$ cat config.mk
export PLATFORM = sky130hd
export DESIGN_NAME = echoing_line_editor
export DESIGN_NICKNAME = d
export VERILOG_FILES = /design/src/hdl/eled_pkg.sv /design/src/hdl/echoing_line_editor.sv /design/src/hdl/eled_ram.sv /design/src/hdl/eled_ctrl.sv /design/src/hdl/eled_dpath.sv
export SDC_FILE = /design/constraint.sdc
export NUM_CORES = 1
export LEC_CHECK = 0
export ABC_AREA = 1
export BUFFER_PORTS_ARGS = -buffer_cell sky130_fd_sc_hd__buf_2
export CORE_MARGIN = 5
export CORE_UTILIZATION = 45
export CTS_BUF_LIST = sky130_fd_sc_hd__clkbuf_4
export DETAILED_ROUTE_END_ITERATION = 8
export GPL_TIMING_DRIVEN = 0
export PLACE_DENSITY = 0.69
export RECOVER_POWER = 100
export SYNTH_ARGS = -nofsm -noshare
export SYNTH_HDL_FRONTEND = slang
export SYNTH_SLANG_ARGS = --single-unit
$ cat constraint.sdc
create_clock -name clk -period 3.1 [get_ports clk]
set_input_delay 0.31 -clock clk [delete_from_list [all_inputs] [get_ports clk]]
set_output_delay 0.31 -clock clk [all_outputs]
set_load 0.02 [all_outputs]
$ cat src/hdl/eled_pkg.sv
// Package of the echoing line editor: sizes, key codes, banner table and the
// command/status structs between controller and datapath. Depends on nothing.
package eled_pkg;

    localparam int LINE_DEPTH = 32;
    localparam int ADDR_W     = (LINE_DEPTH > 1) ? $clog2(LINE_DEPTH) : 1;
    localparam int BANNER_LEN = 20;
    localparam int BANNER_W   = $clog2(BANNER_LEN);
    localparam int CNT_W      = (BANNER_W > ADDR_W) ? BANNER_W : ADDR_W;

    localparam logic [7:0] KEY_DEL = 8'h7f;
    localparam logic [7:0] KEY_CR  = 8'h0d;
    localparam logic [7:0] KEY_LF  = 8'h0a;

    // Sources of a transmitted byte
    localparam logic [2:0] SEL_BANNER = 3'd0;
    localparam logic [2:0] SEL_LINE   = 3'd1;
    localparam logic [2:0] SEL_RX     = 3'd2;
    localparam logic [2:0] SEL_DEL    = 3'd3;
    localparam logic [2:0] SEL_LF     = 3'd4;
    localparam logic [2:0] SEL_CR     = 3'd5;

    typedef struct packed {
        logic       rx_load;
        logic       emit;
        logic [2:0] emit_sel;
        logic       emit_last;
        logic       cnt_clr;
        logic       cnt_inc;
        logic       ram_rd;
        logic       ram_wr;
        logic       idx_inc;
        logic       idx_dec;
        logic       idx_clr;
    } cmd_t;

    typedef struct packed {
        logic slot_free;
        logic rx_is_cr;
        logic rx_is_del;
        logic idx_zero;
        logic idx_room;
        logic cnt_banner_end;
        logic cnt_at_idx;
        logic rd_zero;
    } stat_t;

    // "\n\rReceived Command: "
    function automatic logic [7:0] banner_char(input logic [BANNER_W-1:0] pos);
        logic [7:0] ch;
        unique case (pos)
            5'd0:    ch = 8'h0a;
            5'd1:    ch = 8'h0d;
            5'd2:    ch = 8'h52;
            5'd3:    ch = 8'h65;
            5'd4:    ch = 8'h63;
            5'd5:    ch = 8'h65;
            5'd6:    ch = 8'h69;
            5'd7:    ch = 8'h76;
            5'd8:    ch = 8'h65;
            5'd9:    ch = 8'h64;
            5'd10:   ch = 8'h20;
            5'd11:   ch = 8'h43;
            5'd12:   ch = 8'h6f;
            5'd13:   ch = 8'h6d;
            5'd14:   ch = 8'h6d;
            5'd15:   ch = 8'h61;
            5'd16:   ch = 8'h6e;
            5'd17:   ch = 8'h64;
            5'd18:   ch = 8'h3a;
            5'd19:   ch = 8'h20;
            default: ch = 8'h00;
        endcase
        return ch;
    endfunction

endpackage

$ cat src/hdl/echoing_line_editor.sv
// Top level of the echoing line editor: joins controller and datapath.
// Depends on eled_pkg, eled_ctrl, eled_dpath (and eled_ram below it).
//
//   channel | handshake          | payload
//   --------+--------------------+-----------------------
//   rx      | rx_valid, rx_stall | rx_byte[7:0]
//   tx      | tx_valid, tx_stall | tx_byte[7:0], last
//
// Ordinary byte: accept, then decode, which also emits its echo or delete.
// Carriage return: accept, decode, the 20 banner characters, then per stored byte
// a RAM read and then an emit, a check for the line end, and the LF, CR tail.
// Reset clears index, sequencer and output valid; the store keeps old bytes,
// but nothing at or past the write index is ever read.
// A tx stall holds emission; rx_stall is high while a request is in work.
module echoing_line_editor (
    input  logic       clk,
    input  logic       rst_n,
    input  logic       rx_valid,
    output logic       rx_stall,
    input  logic [7:0] rx_byte,
    output logic       tx_valid,
    input  logic       tx_stall,
    output logic [7:0] tx_byte,
    output logic       last
);
    import eled_pkg::*;

    cmd_t  cmd;
    stat_t st;

    // sequencer: accepts requests, decides echo, delete, drop or report
    eled_ctrl u_ctrl (
        .clk      (clk),
        .rst_n    (rst_n),
        .rx_valid (rx_valid),
        .rx_stall (rx_stall),
        .st       (st),
        .cmd      (cmd)
    );

    // storage, index, walk counter and the output register
    eled_dpath u_dpath (
        .clk      (clk),
        .rst_n    (rst_n),
        .rx_byte  (rx_byte),
        .cmd      (cmd),
        .st       (st),
        .tx_stall (tx_stall),
        .tx_valid (tx_valid),
        .tx_byte  (tx_byte),
        .last     (last)
    );

endmodule

$ cat src/hdl/eled_ram.sv
// Generic single-port-write, single-port-read RAM with registered read data.
// Depends on nothing.
module eled_ram #(
    parameter int WIDTH = 8,
    parameter int DEPTH = 32,
    localparam int AW = (DEPTH > 1) ? $clog2(DEPTH) : 1
) (
    input  logic             clk,
    input  logic             wr_en,
    input  logic [AW-1:0]    wr_addr,
    input  logic [WIDTH-1:0] wr_data,
    input  logic             rd_en,
    input  logic [AW-1:0]    rd_addr,
    output logic [WIDTH-1:0] rd_data
);

    logic [WIDTH-1:0] mem [DEPTH];
    logic [WIDTH-1:0] rd_data_reg;

    always_ff @(posedge clk)
    begin
        if (wr_en)
        begin
            mem[wr_addr] <= wr_data;
        end
        if (rd_en)
        begin
            rd_data_reg <= mem[rd_addr];
        end
    end

    assign rd_data = rd_data_reg;

endmodule

$ cat src/hdl/eled_ctrl.sv
// Controller of the echoing line editor: input handshake and the sequencer
// that steps echo and report emission. Depends on eled_pkg.
module eled_ctrl (
    input  logic                 clk,
    input  logic                 rst_n,
    input  logic                 rx_valid,
    output logic                 rx_stall,
    input  eled_pkg::stat_t      st,
    output eled_pkg::cmd_t       cmd
);
    import eled_pkg::*;

    localparam logic [2:0] S_IDLE    = 3'd0;
    localparam logic [2:0] S_DECODE  = 3'd1;
    localparam logic [2:0] S_BANNER  = 3'd2;
    localparam logic [2:0] S_LREAD   = 3'd3;
    localparam logic [2:0] S_LEMIT   = 3'd4;
    localparam logic [2:0] S_TAIL_LF = 3'd5;
    localparam logic [2:0] S_TAIL_CR = 3'd6;

    logic [2:0] state_reg;
    logic [2:0] state_next;

    always_ff @(posedge clk or negedge rst_n)
    begin
        if (!rst_n)
        begin
            state_reg <= S_IDLE;
        end
        else
        begin
            state_reg <= state_next;
        end
    end

    assign rx_stall = (state_reg != S_IDLE);

    always_comb
    begin
        state_next = state_reg;
        cmd        = '0;
        unique case (state_reg)
            S_IDLE:
            begin
                if (rx_valid)
                begin
                    cmd.rx_load = 1'b1;
                    state_next  = S_DECODE;
                end
            end
            S_DECODE:
            begin
                if (st.rx_is_cr)
                begin
                    cmd.cnt_clr = 1'b1;
                    state_next  = S_BANNER;
                end
                else if (st.rx_is_del && !st.idx_zero)
                begin
                    if (st.slot_free)
                    begin
                        cmd.emit      = 1'b1;
                        cmd.emit_sel  = SEL_DEL;
                        cmd.emit_last = 1'b1;
                        cmd.idx_dec   = 1'b1;
                        state_next    = S_IDLE;
                    end
                end
                else if (st.idx_room)
                begin
                    if (st.slot_free)
                    begin
                        cmd.emit      = 1'b1;
                        cmd.emit_sel  = SEL_RX;
                        cmd.emit_last = 1'b1;
                        cmd.ram_wr    = 1'b1;
                        cmd.idx_inc   = 1'b1;
                        state_next    = S_IDLE;
                    end
                end
                else
                begin
                    // drop: line full
                    state_next = S_IDLE;
                end
            end
            S_BANNER:
            begin
                if (st.slot_free)
                begin
                    cmd.emit     = 1'b1;
                    cmd.emit_sel = SEL_BANNER;
                    if (st.cnt_banner_end)
                    begin
                        cmd.cnt_clr = 1'b1;
                        state_next  = S_LREAD;
                    end
                    else
                    begin
                        cmd.cnt_inc = 1'b1;
                    end
                end
            end
            S_LREAD:
            begin
                if (st.cnt_at_idx)
                begin
                    state_next = S_TAIL_LF;
                end
                else
                begin
                    cmd.ram_rd = 1'b1;
                    state_next = S_LEMIT;
                end
            end
            S_LEMIT:
            begin
                if (st.rd_zero)
                begin
                    state_next = S_TAIL_LF;
                end
                else if (st.slot_free)
                begin
                    cmd.emit     = 1'b1;
                    cmd.emit_sel = SEL_LINE;
                    cmd.cnt_inc  = 1'b1;
                    state_next   = S_LREAD;
                end
            end
            S_TAIL_LF:
            begin
                if (st.slot_free)
                begin
                    cmd.emit     = 1'b1;
                    cmd.emit_sel = SEL_LF;
                    state_next   = S_TAIL_CR;
                end
            end
            S_TAIL_CR:
            begin
                if (st.slot_free)
                begin
                    cmd.emit      = 1'b1;
                    cmd.emit_sel  = SEL_CR;
                    cmd.emit_last = 1'b1;
                    cmd.idx_clr   = 1'b1;
                    state_next    = S_IDLE;
                end
            end
            default:
            begin
                state_next = S_IDLE;
            end
        endcase
    end

endmodule

$ cat src/hdl/eled_dpath.sv
// Datapath of the echoing line editor: request register, write index, walk
// counter, line store RAM and the output register. Depends on eled_pkg, eled_ram.
module eled_dpath (
    input  logic                 clk,
    input  logic                 rst_n,
    input  logic [7:0]           rx_byte,
    input  eled_pkg::cmd_t       cmd,
    output eled_pkg::stat_t      st,
    input  logic                 tx_stall,
    output logic                 tx_valid,
    output logic [7:0]           tx_byte,
    output logic                 last
);
    import eled_pkg::*;

    logic [7:0]       rx_reg;
    logic [ADDR_W-1:0] idx_reg;
    logic [ADDR_W-1:0] idx_next;
    logic [CNT_W-1:0] cnt_reg;
    logic [CNT_W-1:0] cnt_next;
    logic             out_valid_reg;
    logic             out_valid_next;
    logic [7:0]       out_byte_reg;
    logic             out_last_reg;
    logic [7:0]       emit_byte;
    logic [7:0]       rd_data;

    eled_ram #(
        .WIDTH (8),
        .DEPTH (LINE_DEPTH)
    ) u_store (
        .clk     (clk),
        .wr_en   (cmd.ram_wr),
        .wr_addr (idx_reg),
        .wr_data (rx_reg),
        .rd_en   (cmd.ram_rd),
        .rd_addr (cnt_reg[ADDR_W-1:0]),
        .rd_data (rd_data)
    );

    always_ff @(posedge clk)
    begin
        if (cmd.rx_load)
        begin
            rx_reg <= rx_byte;
        end
        if (cmd.emit)
        begin
            out_byte_reg <= emit_byte;
            out_last_reg <= cmd.emit_last;
        end
    end

    always_comb
    begin
        idx_next = idx_reg;
        if (cmd.idx_clr)
        begin
            idx_next = '0;
        end
        else if (cmd.idx_inc)
        begin
            idx_next = idx_reg + 1'b1;
        end
        else if (cmd.idx_dec)
        begin
            idx_next = idx_reg - 1'b1;
        end

        cnt_next = cnt_reg;
        if (cmd.cnt_clr)
        begin
            cnt_next = '0;
        end
        else if (cmd.cnt_inc)
        begin
            cnt_next = cnt_reg + 1'b1;
        end

        // hold a stalled byte, drop it once taken, load a new one when told
        out_valid_next = out_valid_reg;
        if (cmd.emit)
        begin
            out_valid_next = 1'b1;
        end
        else if (!tx_stall)
        begin
            out_valid_next = 1'b0;
        end
    end

    always_ff @(posedge clk or negedge rst_n)
    begin
        if (!rst_n)
        begin
            idx_reg       <= '0;
            cnt_reg       <= '0;
            out_valid_reg <= 1'b0;
        end
        else
        begin
            idx_reg       <= idx_next;
            cnt_reg       <= cnt_next;
            out_valid_reg <= out_valid_next;
        end
    end

    always_comb
    begin
        case (cmd.emit_sel)
            SEL_BANNER: emit_byte = banner_char(cnt_reg[BANNER_W-1:0]);
            SEL_LINE:   emit_byte = rd_data;
            SEL_RX:     emit_byte = rx_reg;
            SEL_DEL:    emit_byte = KEY_DEL;
            SEL_LF:     emit_byte = KEY_LF;
            SEL_CR:     emit_byte = KEY_CR;
            default:    emit_byte = 8'h00;
        endcase
    end

    always_comb
    begin
        st.slot_free      = !out_valid_reg || !tx_stall;
        st.rx_is_cr       = (rx_reg == KEY_CR);
        st.rx_is_del      = (rx_reg == KEY_DEL);
        st.idx_zero       = (idx_reg == '0);
        st.idx_room       = (idx_reg < ADDR_W'(LINE_DEPTH - 1));
        st.cnt_banner_end = (cnt_reg == CNT_W'(BANNER_LEN - 1));
        st.cnt_at_idx     = (cnt_reg == CNT_W'(idx_reg));
        st.rd_zero        = (rd_data == 8'h00);
    end

    assign tx_valid = out_valid_reg;
    assign tx_byte  = out_byte_reg;
    assign last     = out_last_reg;

endmodule

==> impl_metrics.env <==
export IMPL_root_buffer="clkbuf_4"
export IMPL_hold_viol=0
export IMPL_dp_hpwl_mm=22.1
export IMPL_cts_tree="built"
export IMPL_syn_area_per_cell_sq_um=11.7
export IMPL_synth_area_sq_mm=0.0125
export IMPL_numCtsBuffers=77
export IMPL_r2r_start="u_dpath.cnt_reg[1]$_DFFE_PN0P_"
export IMPL_synth_adder_area_share=0.0106
export IMPL_path_clk_slew_ns=0.06
export IMPL_cts_num_sinks=295
export IMPL_p_comb_frac=0.374
export IMPL_antenna_found_initial=4
export IMPL_grt_usage=0.225
export IMPL_syn_inst=1068
export IMPL_rows=61
export IMPL_regMostFlops="u_dpath.u_store.mem"
export IMPL_muxShareOfSynthArea=0.00320
export IMPL_p_int_mw=8.14
export IMPL_clock_latency_ns=0.70
export IMPL_grt_max_degree=20
export IMPL_grt_setup_unrepaired="no"
export IMPL_nNetsFinal=1228
export IMPL_layout_drive_gt1_share=0.154
export IMPL_port_buffers=22
export IMPL_fin_crit_ns=2.98
export IMPL_critPathKind="reg2reg"
export IMPL_relSlewSlack=0.212
export IMPL_design_portCount=23
export IMPL_antenna_left=0
export IMPL_crit_path_start_kind="register"
export IMPL_skew_ns=0.0455
export IMPL_yosysWarnings=0
export IMPL_dp_cells=1475
export IMPL_routabilityCongestion=0.938
export IMPL_ys_ff_latch=295
export IMPL_utilization=0.516
export IMPL_p_switching_mw=5.57
export IMPL_cp_end_kind="register"
export IMPL_startpoint="u_dpath.cnt_reg[1]$_DFFE_PN0P_"
export IMPL_avgRoutedWirePerCell_microns=21.7
export IMPL_htree_levels=3
export IMPL_synth_top_family_by_area="simple AND/OR/NAND/NOR gates"
export IMPL_routed_wl_mm=35.5
export IMPL_power_leakage_nw=5.01
export IMPL_cts_buffer_depth=3
export IMPL_min_delay_start="rx_valid"
export IMPL_overflow=0
export IMPL_dr_pass1_iters=6
export IMPL_start_util=0.453
export IMPL_worst_pin_slew_ns=1.17
export IMPL_post_place_ws_ns=-0.500
export IMPL_largest_register_ffs=256
export IMPL_final_area_sq_mm=0.0143
export IMPL_ys_seq_area_frac=0.703
export IMPL_hold_path_class="in2reg"
export IMPL_crit_arrival_ns=3.45
export IMPL_dieHeight_microns=177
export IMPL_powerDensity_mw_per_mm2=961
export IMPL_finalMaxSlewViolations=0
export IMPL_fin_crit_sh=0.962
export IMPL_status="finished clean"
export IMPL_grt_pass1_vias=8927
export IMPL_dpl_cell_area_sq_mm=0.0131
export IMPL_cp_required_ns=3.57
export IMPL_max_freq_mhz=335
export IMPL_finalSetupTns_ns=0
export IMPL_synth_compound_area_share=0.0972
export IMPL_drt_iter0_markers=1105
export IMPL_syn_to_final_growth_pct=14.0
export IMPL_synth_simple_gate_area_frac=0.149
export IMPL_grt_first_pass_wirelength_mm=52.6
export IMPL_die_area_sq_mm=0.0312
export IMPL_core_sq_mm=0.0276
export IMPL_setup_viol=0
export IMPL_synth_xor_area_share=0.00560
export IMPL_ir_drop_mv=0.425
export IMPL_vias=9173
export IMPL_avgViaCountPerCell=5.61
export IMPL_die_w_microns=177
export IMPL_drc_errors=0
export IMPL_pwr_share_clk=0.241
export IMPL_drv_cap=0
export IMPL_sw_frac_of_total=0.406
export IMPL_setup_ws_ns=0.119
export IMPL_instances_no_fill=1636
export IMPL_cp_max_fo=10
export IMPL_ys_types=39
export IMPL_seq_power_share=0.386
## per-stage QoR
step / power (mW) / hold slack, ns
3_3_place_gp: 10.2 / 0.237
3_5_place_dp: 10.3 / 0.248
5_1_grt: 14.4 / 0.178
6_report: 13.7 / 0.158
2_1_floorplan: 8.54 / 0.0144
4_1_cts: 13.7 / 0.0442
## power groups by stage
stage / Clock, mW / Combinational, mW / Sequential [mW]
floorplan: 0 / 3.11 / 5.42
global placement: 0 / 4.67 / 5.52
detailed placement: 0 / 4.74 / 5.54
CTS: 3.36 / 5.01 / 5.35
global route: 3.56 / 5.57 / 5.32
finish: 3.30 / 5.13 / 5.29
## area by class of cell
cell class                 instances  area, sq um
sequential                       295         8790
timing repair buffer              52          277
clock inverter                    25          166
multi-input combinational        687         3370
clock buffer                     105          788
antenna                            1         2.50
tap                              378          473
fill                            2503        13400
inverter                          41          156
buffer                            52          238
## worst max-delay path, stage by stage (launching register included)
cell	delay, ns
dfrtp_1	0.54
clkbuf_1	0.65
clkbuf_1	0.46
o21ai_0	0.16
o22ai_1	0.30
nand2_1	0.18
nand4_1	0.15
nor2_1	0.05
nor2_1	0.27
## cell families (layout without fill, tap and decap cells)
| logic type | Yosys count | after routing |
|---|---|---|
| and+or+nand+nor | 435 | 435 |
| DFF | 295 | 295 |
| AOI/OAI and AO/OA | 222 | 222 |
| buffers and inverters | 93 | 275 |
| adders and majority gates | 10 | 10 |
| xor gates and xnor gates | 8 | 8 |
| muxes | 4 | 4 |
| other | 1 | 9 |
## synthesized netlist by cell type, drive strengths merged
library cell	count	area [sq um]
nand3	40	238
inv	40	153
a21oi	22	110
clkbuf	27	101
o22ai	57	369
nor2	207	806
xnor2	5	43.8
ha	9	113
a31o	1	8.76
o21ai	135	676
o31ai	1	7.51
clkinv	1	3.75
mux2i	4	40.0
edfxtp	281	8440
conb	1	3.75
o211ai	6	45.0
nand2	157	619
buf	25	138
or2	1	6.26
nand4	19	119
nor3	10	66.3
xor2	3	26.3
dfrtp	14	350
nand2b	1	6.26
fa	1	20.0
## path summary, 6_finish.rpt
check / end / slack [ns] / cells past startpoint
min in group asynchronous: u_dpath.cnt_reg[0]$_DFFE_PN0P_ / 0.28 / 2
max in group asynchronous: u_dpath.cnt_reg[1]$_DFFE_PN0P_ / 2.25 / 2
worst min register to register: u_dpath.tx_byte[5]$_DFFE_PP_ / 0.58 / 2
worst max register to register: u_dpath.u_store.rd_data[0]$_DFFE_PP_ / 0.12 / 8
worst min-delay path: u_ctrl.state_reg[1]$_DFFE_PN0P_ / 0.16 / 5
worst max-delay path: u_dpath.u_store.rd_data[0]$_DFFE_PP_ / 0.12 / 8
## cell usage in the layout (no fill, tap or decap), drive strengths merged, types with 8 or more instances in the layout
| cell type | n |
|---|---|
| a21oi | 22 |
| nor2 | 207 |
| o21ai | 135 |
| dlygate4sd3 | 10 |
| buf | 35 |
| nand3 | 40 |
| clkinv | 18 |
| inv | 42 |
| nor3 | 10 |
| ha | 9 |
| conb | 8 |
| dfrtp | 14 |
| nand4 | 19 |
| o22ai | 57 |
| edfxtp | 281 |
| clkbuf | 164 |
| nand2 | 157 |
## layer usage
metal	share of wire	up-vias	global-route usage
met5	0.00037	-	0
met4	0.043	2	0.102
met3	0.11	111	0.0590
met2	0.46	516	0.351
met1	0.39	4398	0.300
li1	-	4146	-
## what timing repair did
| action | 4_1_cts | 5_1_grt |
|---|---|---|
| pin swaps | 0 | 0 |
| hold endpoints to repair | 23 | 0 |
| buffers inserted | 10 | 10 |
| hold buffers | 10 | 0 |
| endpoints found under the setup margin | 250 | 121 |
| resized for setup | 17 | 3 |
Power figures use the tool's default switching activity.
